### src/sv/skt_pkg.sv
// Shared types and constants for the sorted key table.
// Used by skt_cell, skt_enc and sorted_key_table_find_insert; no dependencies.
package skt_pkg;

  localparam int KEY_W  = 32;
  localparam int CNT_W  = 9;
  localparam int STAT_W = 3;
  localparam int CFG_IDX_W = 1;

  // Opcodes of a request.
  localparam logic OP_FIND   = 1'b0;
  localparam logic OP_INSERT = 1'b1;

  // Result status codes.
  localparam logic [STAT_W-1:0] ST_FOUND     = 3'd0;
  localparam logic [STAT_W-1:0] ST_INSERTED  = 3'd1;
  localparam logic [STAT_W-1:0] ST_NOT_FOUND = 3'd2;
  localparam logic [STAT_W-1:0] ST_RANGE     = 3'd3;
  localparam logic [STAT_W-1:0] ST_FULL      = 3'd4;

  // Configuration register indexes.
  localparam logic [CFG_IDX_W-1:0] REG_CAPACITY  = 1'b0;
  localparam logic [CFG_IDX_W-1:0] REG_KEY_LIMIT = 1'b1;

  localparam logic [KEY_W-1:0] KEY_LIMIT_RESET = 32'h00FF_FFFF;

  // Control broadcast from the sequencer to every cell.
  typedef struct packed {
    logic             cmp_en;
    logic [KEY_W-1:0] cmp_key;
    logic             ins_en;
    logic [KEY_W-1:0] ins_key;
  } cell_ctrl_t;

endpackage

### src/sv/skt_cell.sv
// One table cell: holds a key, compares it against the broadcast key and
// shifts up from its lower neighbour on insert. Depends on skt_pkg.
module skt_cell (
  input  logic                     clk,
  input  skt_pkg::cell_ctrl_t      ctrl,
  input  logic                     valid,
  input  logic [skt_pkg::KEY_W-1:0] prev_key,
  input  logic                     prev_lt,
  output logic [skt_pkg::KEY_W-1:0] key_r,
  output logic                     lt_r,
  output logic                     eq_r
);

  logic [skt_pkg::KEY_W-1:0] key_nxt;
  logic                      lt_nxt;
  logic                      eq_nxt;

  // Compare flags: only an occupied cell takes part in the search.
  always_comb begin
    lt_nxt = lt_r;
    eq_nxt = eq_r;
    if (ctrl.cmp_en) begin
      lt_nxt = valid && (key_r < ctrl.cmp_key);
      eq_nxt = valid && (key_r == ctrl.cmp_key);
    end
  end

  // On insert, every cell at or above the insertion point moves up by one.
  // The cell at the insertion point is the one whose neighbour below is
  // still smaller than the new key.
  always_comb begin
    key_nxt = key_r;
    if (ctrl.ins_en && !lt_r) begin
      key_nxt = prev_lt ? ctrl.ins_key : prev_key;
    end
  end

  always_ff @(posedge clk) begin
    key_r <= key_nxt;
    lt_r  <= lt_nxt;
    eq_r  <= eq_nxt;
  end

endmodule

### config.mk
export PLATFORM = sky130hd
export DESIGN_NAME = skt_cell
export DESIGN_NICKNAME = d
export VERILOG_FILES = /design/src/sv/skt_pkg.sv /design/src/sv/skt_cell.sv
export SDC_FILE = /design/constraint.sdc
export NUM_CORES = 1
export LEC_CHECK = 0
export BUFFER_PORTS_ARGS = -buffer_cell sky130_fd_sc_hd__buf_2
export CORE_MARGIN = 4
export CORE_UTILIZATION = 40
export DETAILED_ROUTE_END_ITERATION = 10
export GPL_ROUTABILITY_DRIVEN = 0
export PLACE_DENSITY = 0.77
export REMOVE_ABC_BUFFERS = 1
export SETUP_SLACK_MARGIN = 0.2
export SYNTH_ARGS = -nofsm -noshare
export SYNTH_HDL_FRONTEND = slang
export SYNTH_SLANG_ARGS = --single-unit
### constraint.sdc
create_clock -name clk -period 2.06 [get_ports clk]
set_input_delay 0 -clock clk [delete_from_list [all_inputs] [get_ports clk]]
set_output_delay 0 -clock clk [all_outputs]
set_load 0.01 [all_outputs]
---- Word-level counts from Yosys, hierarchy flattened ----
Cells that the tools add are included.
operators by class
  $lt $le $gt $ge ......................... 1
  equal/unequal tests ..................... 1
  muxes and demuxes ....................... 1
  reduce and logical (&&, ||, !) cells .... 4
operator list
  cell                         number
  equality test 32 bit         1
  less-than comparator 32 bit  1
  two-way mux 32 bit           1
  logical AND 1 bit            3
  logical NOT 1 bit            1
word-level totals
  bits in registers ....................... 34
  output and inout bits ................... 34
  word-level logic and storage cells ...... 10

---- Depth between registers and ports, before layout ----
  depth in word-level cells ............... 2
  mapped depth ............................ 7
  gate-level depth less buffers ........... 7

---- Worst setup path after synthesis ----
Ideal clock, no wire load.
  path type ............................... register to register
  start point ............................. register lt_r
  end point ............................... register key_r[0] (netlist bit) (enable)
  setup time .............................. 0.424 ns
  arrival ................................. 1.895 ns
  required time ........................... 1.636 ns
  path slack .............................. -0.259 ns
  cell stages (with the launch flop) ...... 2
  path buffers ............................ 0
  period minus slack after synthesis ...... 2.319 ns
  cell sequence ........................... edfxtp_1 > nor2b_1
between the ends
  cells in the longest elaborated chain, start to end .. 2
RTL lines
  what                    RTL line        RTL
  start, declared         skt_cell.sv:10  output logic lt_r,
  start signal, assigned  skt_cell.sv:40  lt_r <= lt_nxt;
  logical NOT 1 bit       skt_cell.sv:33  if (ctrl.ins_en && !lt_r) begin
  logical AND 1 bit       skt_cell.sv:33
  end signal, assigned    skt_cell.sv:39  key_r <= key_nxt;
  end, declared           skt_cell.sv:9   output logic [skt_pkg::KEY_W-1:0] key_r,
Every way passes these cells.
A chain may end at the register's enable or synchronous reset.

---- Worst setup path in the final report ----
  start point ............................. register key_r[13] (netlist bit)
  end point ............................... register lt_r (data pin)
between the ends
  cells in the longest elaborated chain, start to end .. 2
RTL lines
  what                         RTL line        RTL
  less-than comparator 32 bit  skt_cell.sv:23  lt_nxt = valid && (key_r < ctrl.cmp_key);
  logical AND 1 bit            skt_cell.sv:23
Every way passes these cells.

==> out/metrics.cfg <==
[routing]
drtIter0Drc = 34
routed_wl_um = 5436
drtAntennaViolNets = 0
firstDrtPassIters = 3
wl_per_cell_um = 13.49
viasPerCell = 4.747
via_count = 1913
post-route-drc-count = 0

[worst_setup_path]
timing.rr.start = key_r[13]
startpoint_type = register
r2r-end = lt_r
crit_type = register to register
worstPathRequired_ns = 2.08
endpoint_kind = register
r2r_setup_slack_ns = 0.30
critPathMaxFanout = 2
crit_arrival_ns = 1.77
rr_worst_depth = 6

[sta]
worst_clock_skew_ns = 0.009058
clock.fmax_mhz = 569.2
hold_viol = 0
setup_viol = 0
drv_slew = 0
period_minus_slack_ns = 1.757
finalSetupTns_ns = 0
min_period_over_period = 0.8528
grt_setup_unrepaired = false
worst_pin_slew_ns = 0.7268
max_slew_margin = 0.5155

[layout]
layout-drive-gt1-share = 0.5166
area_growth_pct = 39.83
nets = 463
antenna_cells = 0
nFillCells = 495
instances_no_fill = 403
regArea_um2 = 1021
multi_input_area_um2 = 1096

[hold_path]
hold_depth = 2
worstHoldPathType = input port to register
whs_endpoint = key_r[23]
hold_start = ctrl[23]

[floorplanning]
start_util = 0.4115
ioPinCount = 135
die_w_um = 83.04
fp.coreArea_um2 = 5473
die_h_um = 83.04
rows = 27
die-area_um2 = 6895

[clocking]
insertion_delay_ns = 0.28
cts_root_buffer = clkbuf_8
clkTransAtPathRegs_ns = 0.07
cts_buffer_depth = 2
post_cts_resized = 0
cts_made_buffers = 5
cts_tree = done
h-tree-depth = 2
cts.sinks = 34

[power_and_ir_drop]
peakVddDrop_mv = 0.2648
leakage_uw = 0.001579
powerDensity_nw_per_um2 = 540.1

[global_routing]
antenna_found_initial = 0
grt_max_degree = 33
grt_pass1_vias = 2042
track_usage = 0.1559
grt_pass1_wl_um = 8783
grt_overflow = 0

[placement]
io_buffers = 134
dp_hpwl_um = 4517
place_inst = 389

[run]
cap_violations = 0

[yosys]
yosysSeqAreaShare = 0.4533
yosys_warnings = 0
syn-cell-area_um2 = 2252
avgSynthCellArea_um2 = 12.11
ys_ff_latch = 34
ys_types = 28
synth_cells = 186

[outcome]
status = complete, no violations

## cell usage in the layout (no fill, tap or decap), drive strengths merged
| cell | count |
|---|---|
| a211oi | 2 |
| a21o | 3 |
| a21oi | 12 |
| a2bb2oi | 1 |
| buf | 135 |
| clkbuf | 5 |
| clkinv | 3 |
| dlygate4sd3 | 6 |
| edfxtp | 34 |
| ha | 32 |
| inv | 33 |
| mux2 | 32 |
| nand2 | 8 |
| nand2b | 1 |
| nand3 | 1 |
| nand4 | 6 |
| nand4b | 1 |
| nor2 | 2 |
| nor2b | 2 |
| nor3 | 1 |
| nor4 | 4 |
| o211ai | 1 |
| o21a | 2 |
| o21ai | 3 |
| o221a | 1 |
## registers in the layout (all words and copies together), names as in the netlist
| signal | cells |
|---|---|
| key_r | 32 |
| lt_r | 1 |
| eq_r | 1 |
## report_power, final
part	leakage, µW	internal (µW)	switching, µW	total (µW)
clock network	0.0000407	226	234	460
logic	0.00122	215	187	402
registers	0.000323	818	21.4	839
total	0.00158	1260	443	1700
## cell type report
type	instances	area share
Inverter	33	0.03933
Sequential cell	34	0.3242
Clock buffer	5	0.02185
Multi-Input combinational cell	115	0.3480
Tap cell	72	0.02861
Clock inverter	3	0.003576
Timing Repair Buffer	141	0.2344
## worst max path at each step
stage / start / end / slack (ns) / cells past startpoint
after floorplan: lt_r / key_r[0] / -0.26 / 1
after global placement: key_r[14] / lt_r / 0.34 / 6
after detailed placement: key_r[13] / lt_r / 0.30 / 6
after CTS: key_r[13] / lt_r / 0.28 / 6
after global routing: key_r[15] / lt_r / 0.20 / 6
final: key_r[13] / lt_r / 0.30 / 6
## metrics by stage
step / setup WS [ns] / utilization / hold WS, ns / total power [µW] / instance area [µm²]
global placement: 0.3407 / 0.5498 / 0.2208 / 1238 / 3009
finish: 0.3031 / 0.5754 / 0.006965 / 1701 / 3149
CTS: 0.2823 / 0.5700 / 0.001284 / 1725 / 3119
global route: 0.2042 / 0.5754 / 0.002908 / 1813 / 3149
floorplan: -0.2591 / - / 0.1125 / 1062 / 2233
detailed placement: 0.2998 / 0.5498 / 0.2362 / 1254 / 3009
## routing by layer
layer  up-vias  wire length [µm]  track usage
met4         0                74      0.04903
met5         -                 0            0
met2        70              2843       0.2872
met3         7               393      0.04663
li1        967                 -            -
met1       869              2123       0.1701
## critical path, cell delays in order (launching register included)
cell and delay (ns):
edfxtp_1 0.39, ha_1 0.33, nand4_2 0.15, nor4_2 0.32, o21ai_1 0.12, o211ai_2 0.10
a211oi_2 0.08
## timing repair
item | in CTS | in global routing
hold buffers | 3 | 3
buffers inserted | 0 | 0
hold endpoints to repair | 3 | 2
## logic make-up (layout without fill, tap and decap cells)
family                   Yosys count  count (layout)  share of synthesized area
multiplexers                      32              32                     0.1600
flip-flops                        34              34                     0.4533
AND/OR/NAND/NOR                   26              26                    0.07222
adder cells (fa/ha/maj)           32              32                     0.1778
buffers and inverters             37             182                    0.06333
AO/OA/AOI/OAI                     25              25                    0.07333
## synth_stat cells
library cell  instances  area share
o21ai_1               2      0.0044
nand4_1               4       0.011
a211oi_1              1      0.0033
o211ai_2              1      0.0056
nand2_1               8       0.013
nor2_1                2      0.0033
nor4_2                2       0.011
nand4b_1              1      0.0039
nand2b_1              1      0.0028
o221a_2               1      0.0050
nor4_1                2      0.0056
nor2b_1               2      0.0056
ha_1                 32        0.18
inv_1                33       0.055
mux2_1                9       0.045
nand3_1               1      0.0022
a21oi_1              12       0.027
mux2_2               23        0.12
nand4_2               2       0.011
clkbuf_1              1      0.0017
buf_2                 3      0.0067
a21o_1                3       0.010
edfxtp_1             34        0.45
a2bb2oi_1             1      0.0039
o21ai_0               1      0.0022
a211oi_2              1      0.0056
o21a_1                2      0.0067
nor3_1                1      0.0022
(Power assumes the default switching activity.)
