--- config.mk ---
export PLATFORM = sky130hd
export DESIGN_NAME = skt_enc
export DESIGN_NICKNAME = d
export VERILOG_FILES = /design/src/sv/skt_pkg.sv /design/src/sv/skt_enc.sv
export SDC_FILE = /design/constraint.sdc
export NUM_CORES = 1
export LEC_CHECK = 0
export BUFFER_PORTS_ARGS = -buffer_cell sky130_fd_sc_hd__buf_2
export CAP_MARGIN = 10
export CORE_AREA = 3 3 204 206
export DETAILED_ROUTE_END_ITERATION = 12
export DIE_AREA = 0 0 207 209
export PLACE_DENSITY = 0.35
export SLEW_MARGIN = 20
export SYNTH_ARGS = -nofsm -noshare
export SYNTH_HDL_FRONTEND = slang
export SYNTH_SLANG_ARGS = --single-unit
--- constraint.sdc ---
create_clock -name vclk -period 3.4
set_input_delay 0.34 -clock vclk [all_inputs]
set_output_delay 0.34 -clock vclk [all_outputs]
set_load 0.01 [all_outputs]
--- src/sv/skt_pkg.sv ---
// Shared types and constants for the sorted key table.
// Used by skt_cell, skt_enc and sorted_key_table_find_insert; no dependencies.
package skt_pkg;

  localparam int KEY_W  = 32;
  localparam int CNT_W  = 9;
  localparam int STAT_W = 3;
  localparam int CFG_IDX_W = 1;

  // Opcodes of a request.
  localparam logic OP_FIND   = 1'b0;
  localparam logic OP_INSERT = 1'b1;

  // Result status codes.
  localparam logic [STAT_W-1:0] ST_FOUND     = 3'd0;
  localparam logic [STAT_W-1:0] ST_INSERTED  = 3'd1;
  localparam logic [STAT_W-1:0] ST_NOT_FOUND = 3'd2;
  localparam logic [STAT_W-1:0] ST_RANGE     = 3'd3;
  localparam logic [STAT_W-1:0] ST_FULL      = 3'd4;

  // Configuration register indexes.
  localparam logic [CFG_IDX_W-1:0] REG_CAPACITY  = 1'b0;
  localparam logic [CFG_IDX_W-1:0] REG_KEY_LIMIT = 1'b1;

  localparam logic [KEY_W-1:0] KEY_LIMIT_RESET = 32'h00FF_FFFF;

  // Control broadcast from the sequencer to every cell.
  typedef struct packed {
    logic             cmp_en;
    logic [KEY_W-1:0] cmp_key;
    logic             ins_en;
    logic [KEY_W-1:0] ins_key;
  } cell_ctrl_t;

endpackage

--- src/sv/skt_enc.sv ---
// Position encoder: turns the row of compare flags into the insertion
// point and a found flag. Depends on skt_pkg.
module skt_enc #(
  parameter int N = 256
) (
  input  logic [N-1:0]              lt,
  input  logic [N-1:0]              eq,
  output logic [skt_pkg::CNT_W-1:0] position,
  output logic                      found
);

  // The smaller flags form a prefix, so the position is one past the last
  // smaller cell: a one-hot boundary, encoded by OR.
  always_comb begin
    logic nxt_lt;
    position = '0;
    for (int i = 0; i < N; i++) begin
      nxt_lt = (i + 1 < N) ? lt[(i + 1) % N] : 1'b0;
      if (lt[i] && !nxt_lt) begin
        position = position | skt_pkg::CNT_W'(i + 1);
      end
    end
    found = |eq;
  end

endmodule

# Yosys cells after proc, flatten, opt, wreduce, memory -nomap -nowiden
# Cells that the tools add are included.
[word_totals] reg_bits=0 inputBits=512 output_inout_bits=10 elab_cells=767
[op_classes] n_mux=256 n_reduce_logical=511
[op_table] op="8-bit two-way mux" count=128
[op_table] op="7-bit two-way mux" count=64
[op_table] op="256-bit OR reduction" count=1
[op_table] op="1-bit logical AND" count=255
[op_table] op="1-bit zero test" count=255
[op_table] op="6-bit two-way mux" count=32
[op_table] op="5-bit two-way mux" count=16
[op_table] op="4-bit two-way mux" count=8
[op_table] op="3-bit two-way mux" count=4
[op_table] op="9-bit two-way mux" count=1
[op_table] op="2-bit two-way mux" count=2
[op_table] op="1-bit two-way mux" count=1

# Depth between registers and ports, before layout
# Gate-level depths: netlist of run 1.
[depth] word_depth=258 ltp_mapped=6 ltp_nobuf=6

# Worst setup path before layout of run 1
# Ideal clock, no wire load.
[synth_path] path_kind="in2out" startpoint="in lt[188]" endpoint="out position[2] (netlist bit)" arrival_time_ns=1.579 required_time_ns=3.060 setup_slack_ns=1.481 cell_stages=6 n_path_buf=0 path_cell_list="nand2b_1 > o21ai_0 > or4_4 > nand4b_4 > nor4_2 > nand3_1"
[synth_between] elab_chain_cells=71 elab_cells_between_ends=72 cone_classes="mux (69); reduce/logical (3)"
[synth_lines] element="from (decl)" line_no="skt_enc.sv:6" rtl="input logic [N-1:0] lt,"
[synth_lines] element="1-bit zero test" line_no="skt_enc.sv:19" rtl="if (lt[i] && !nxt_lt) begin"
[synth_lines] element="1-bit logical AND" line_no="skt_enc.sv:19"
[synth_lines] element="8-bit two-way mux" line_no="skt_enc.sv:19"
[synth_lines] element="8-bit two-way mux * (67 in series)" line_no="skt_enc.sv:19"
[synth_lines] element="9-bit two-way mux *" line_no="skt_enc.sv:19"
[synth_lines] element="to (decl)" line_no="skt_enc.sv:8" rtl="output logic [skt_pkg::CNT_W-1:0] position,"
# Every way passes the cells marked *; elsewhere a longest branch is shown, timed or not.

# Worst setup path after layout of run 1
[layout_path] startpoint="in lt[62]" endpoint="out position[5] (netlist bit)"
[layout_between] elab_chain_cells=197 elab_cells_between_ends=198 cone_classes="mux (195); reduce/logical (3)"
[layout_lines] element="1-bit zero test" line_no="skt_enc.sv:19"
[layout_lines] element="1-bit logical AND" line_no="skt_enc.sv:19"
[layout_lines] element="6-bit two-way mux" line_no="skt_enc.sv:19"
[layout_lines] element="6-bit two-way mux *" line_no="skt_enc.sv:19"
[layout_lines] element="7-bit two-way mux * (64 in series)" line_no="skt_enc.sv:19"
[layout_lines] element="8-bit two-way mux * (128 in series)" line_no="skt_enc.sv:19"
[layout_lines] element="9-bit two-way mux *" line_no="skt_enc.sv:19"
# Marks and branches as above.

==> summary.txt, run 1 <==
GRT
  • Pin count of the biggest net entering global routing: 5
  • GR Util All Layers: 0.172
  • First-pass GRT wire length: 54.8 mm
  • Gr ovfl total: 0
  • Initial antenna violation count: 6
  • Vias in the first global route: around 7.4k

Clock tree
  • Hold Buf Count CTS: 0
  • Post-CTS sizing: 0
  • Post-CTS setup buffer count: 0

Routing
  • Vias per cell: between 4 and 5
  • Final ANT Viol Nets: 0
  • DRT Pass-1 Iters: 5
  • Vias: roughly 7k
  • DRC: 0
  • Initial DRC count: 542
  • Routed wire length per instance: 24.5 microns
  • Post-Route WL: 40.5 mm

Cells and area
  • CLK BUF: 0
  • Area delta synth->final: 99.8%
  • Num sequential: 0
  • Fillers: between 4k and 5k
  • Share of cells above drive strength 1: 0.481
  • Final nets: approximately 1.6k
  • FF+latch area: 0 sq um

Floorplan
  • Die footprint: 43,300 sq um
  • Chip height: around 210 microns
  • I/O pins: around 520
  • Core box area: roughly 40,000 sq um
  • DIE WIDTH: 207 microns
  • Starting Density: 0.0844
  • Rows: 73

Place
  • Final HPWL DP: 38.8 mm
  • Routability congestion estimate: 0.945
  • Port bufs: 522

Yosys
  • Post-synth top cells: 112 x inv_1, 101 x nor4_1, 63 x nand2b_1, 56 x o21ai_0, 41 x nand4_1
  • Yosys top cell area share: 0.188
  • Syn avg cell area: 5.68 sq um
  • Ys Warns: 0
  • Top-count cell post-synth: inv_1
  • Area leader, netlist: nor4_1
  • Seq/Total Area, Yosys: 0
  • Synth Instances: 592
  • Synth cell types: 42
  • Synth top area cells: nor4_1 19%, inv_1 13%, nand2b_1 12%
  • Post-synthesis cell area: 3360 sq um
  • Syn_nets: 1,104

Worst setup path
  • Critical path arrival: 2670 ps
  • Req. time, crit path: 3060 ps
  • Setup crit end kind: output port
  • CP Launch Point: lt[62]
  • Startpoint Class: input port
  • Crit Path Class: in2out
  • Largest fanout on the critical path: 3

Min path
  • Worst Min Path Start: lt[255]
  • Worst Hold Class: in2out
  • Hold Path Depth: 2
  • Hold Path Sink: position[8]

Timing
  • Slew of the pin with the lowest slew margin: 1120 ps
  • Relative slew slack: 0.234
  • Endpoints failing setup: 0
  • Hold Vio Cnt, Final: 0
  • RSZ-0062 raised after global routing: no
  • Max-slew violations: 0
  • Fin crit share: 0.884
  • Fmax: 333 MHz
  • TNS Setup: 0 ps
  • Tmin final: approximately 3000 ps

Power
  • Power Total: 791 uW
  • Leakage: 0.00342 uW
  • Worst IR drop on VDD: 48.6 uV
  • PwrDens: around 120 nW/um^2

Job
  • Max-Cap Viols: 0

Status
  • Status: finished clean
stage by stage:
stage,util,setup slack [ps],hold slack [ps],instance area [sq um],std cells
4_1_cts,0.168,306,901,6710,1649
6_report,0.169,393,892,6720,1653
5_1_grt,0.169,167,903,6710,1652
3_5_place_dp,0.168,317,899,6710,1649
3_3_place_gp,0.168,214,900,6710,1649
2_1_floorplan,-,1480,772,3360,592
cell families (layout without fill, tap and decap cells):
family                 after synthesis  in the layout  synth area share
AO/OA/AOI/OAI                      133            133             0.260
AND/OR/NAND/NOR                    346            346             0.613
other                                0              4                 0
buffers and inverters              113            645             0.127
where the power goes:
part           leakage (uW)  switching (uW)  internal, uW
sequential                0               0             0
clock          0.0000000254               0      0.000158
combinational       0.00342             447           344
total               0.00342             447           344
metal layers:
| layer | up-vias | share of wire | track usage |
|---|---|---|---|
| li1 | 3306 | - | - |
| met1 | 3317 | 0.49 | 0.257 |
| met2 | 346 | 0.44 | 0.268 |
| met3 | 22 | 0.066 | 0.0312 |
| met4 | 2 | 0.0077 | 0.0117 |
| met5 | - | 0.00032 | 0 |
critical path, cell delays in order:
cell	delay (ps)
buf_2	110
nand2b_1	160
o2111ai_1	280
a2111oi_0	840
buf_4	240
nand3_1	100
nor4_1	320
nand3_1	110
buf_2	170
cells in the final DEF, fill, tap and decap left out, types with 16 or more instances in the layout:
master and instances:
a21oi_1 16, buf_2 522, inv_1 112, nand2_1 22, nand2b_1 63, nand3_1 19, nand4_1 41, nor2_1 26
nor2b_1 32, nor3_1 21, nor4_1 101, o21ai_0 56
area by class of cell:
cell class                      count  area, sq um  area share
Multi-Input combinational cell    479         2930       0.437
Timing Repair Buffer              533         2700       0.401
Tap cell                          525          657      0.0978
Inverter                          112          420      0.0626
Antenna cell                        4         10.0     0.00149
worst max-delay path by stage:
stage / slack [ps] / depth (start not counted) / to
5_1_grt: 170 / 9 / position[5]
3_3_place_gp: 210 / 9 / position[5]
6_report: 390 / 9 / position[5]
3_5_place_dp: 320 / 9 / position[5]
2_1_floorplan: 1480 / 6 / position[2]
4_1_cts: 310 / 9 / position[5]
Note: power is estimated with default switching activity, not from simulation.
==> inputs of run 2 (changes only) <==
Settings changed: GPL_TIMING_DRIVEN set to 0, REMOVE_ABC_BUFFERS set to 1.
==> run 2 against run 1 <==
Die area stayed put; non-clock buffer count is 10 lower; critical path depth is 1 lower; highest routed layer is now met4; combinational power is 2% lower.
==> summary.txt, run 2 (synthesis gave the netlist of run 1 again) <==
Power
  • Sequential power share: 0
  • PwrDens: around 120 nW/um^2
  • Switching part of the total: 0.567
  • Net Switching: 442 uW
  • Worst IR drop on VDD: 43.4 uV
  • Leakage: 0.00337 uW
  • Combinational share of power: 1.000
  • Int Power: around 340 uW
  • Clock Power Share: 0

Routing
  • Final ANT Viol Nets: 0
  • Routed wire length per instance: 24.1 microns
  • Vias per cell: 4.19
  • DRT Pass-1 Iters: 5
  • Vias: 6,876
  • Initial DRC count: 569
  • DRC: 0
  • Post-Route WL: a little under 40 mm

Timing
  • RSZ-0062 raised after global routing: no
  • TNS Setup: 0 ps
  • Tmin final: 2960 ps
  • Max-slew violations: 0
  • Hold WS: 878 ps
  • Fmax: about 340 MHz
  • Endpoints failing setup: 0
  • Relative slew slack: 0.235
  • Hold Vio Cnt, Final: 0
  • Fin crit share: 0.870
  • Slew of the pin with the lowest slew margin: around 1100 ps

GRT
  • Initial antenna violation count: 5
  • Pin count of the biggest net entering global routing: 5
  • GR Util All Layers: 0.169
  • Vias in the first global route: 7,326
  • Gr ovfl total: 0
  • First-pass GRT wire length: 53.9 mm

Cells and area
  • Most frequent cells in the layout: 523 x buf_2, 112 x inv_1, 100 x nor4_1
  • Core Util, Final: 0.167
  • Most common cell after layout, fill and taps aside: buf_2
  • Share of cells above drive strength 1: 0.479
  • Final nets: 1,628
  • CLK BUF: 0
  • Area delta synth->final: 98.0%
  • FF+latch area: 0 sq um
  • Num sequential: 0
  • Design area: 6660 sq um

Worst setup path
  • Setup crit end kind: output port
  • Largest fanout on the critical path: 2
  • Req. time, crit path: 3060 ps
  • Crit Path Class: in2out
  • Critical path arrival: 2620 ps
  • Startpoint Class: input port

Status
  • Status: finished clean

Floorplan
  • DIE WIDTH: around 210 microns
  • Chip height: 209 microns
  • Rows: 73
  • Die footprint: 43,300 sq um
  • Starting Density: 0.0844
  • I/O pins: 522
  • Core box area: 39,800 sq um

Place
  • Final HPWL DP: 37.8 mm
  • Routability congestion estimate: 0.909
  • Placed Area: 6650 sq um
  • Port bufs: 522

Clock tree
  • Post-CTS sizing: 0
  • Hold Buf Count CTS: 0
  • Post-CTS setup buffer count: 0

Job
  • Max-Cap Viols: 0

Min path
  • Worst Hold Class: in2out
run 2: power by group through the flow:
| stage | combinational [uW] | clock (uW) | sequential [uW] |
|---|---|---|---|
| 2_1_floorplan | 237 | 0 | 0 |
| 3_3_place_gp | 765 | 0 | 0 |
| 3_5_place_dp | 768 | 0 | 0 |
| 4_1_cts | 772 | 0 | 0 |
| 5_1_grt | 840 | 0.000118 | 0 |
| 6_report | 779 | 0.000119 | 0 |
run 2: area by class of cell:
cell class	instances	area, sq um
Fill cell	4775	33200
Inverter	112	420
Timing Repair Buffer	523	2620
Antenna cell	3	7.51
Tap cell	525	657
Multi-Input combinational cell	479	2950
run 2: critical path, stage by stage:
cell and delay (ps):
buf_2 90, nand2b_1 130, o21ai_0 300, nor4_2 800, nand4_1 230, nor2_1 320
nand4_1 200, buf_2 210
run 2: layer usage:
metal  GRT usage  wire (microns)  vias up
met4      0.0133             280        0
met5           0               0        -
met1       0.254           19100     3206
li1            -               -     3291
met2       0.259           17100      363
met3      0.0314            3010       16
run 2: metrics by stage:
| step | power (uW) | instances | setup WS (ps) |
|---|---|---|---|
| after detailed placement | 768 | 1639 | 476 |
| after floorplan | 237 | 591 | 1480 |
| after global routing | 840 | 1642 | 316 |
| after CTS | 772 | 1639 | 462 |
| final | 779 | 1642 | 441 |
| after global placement | 765 | 1638 | -217 |
run 2: worst paths after layout:
path                 endpoint  startpoint  slack [ps]  depth (start not counted)
setup / recovery  position[7]     lt[253]         440                          8
hold / removal    position[8]     lt[255]         880                          2
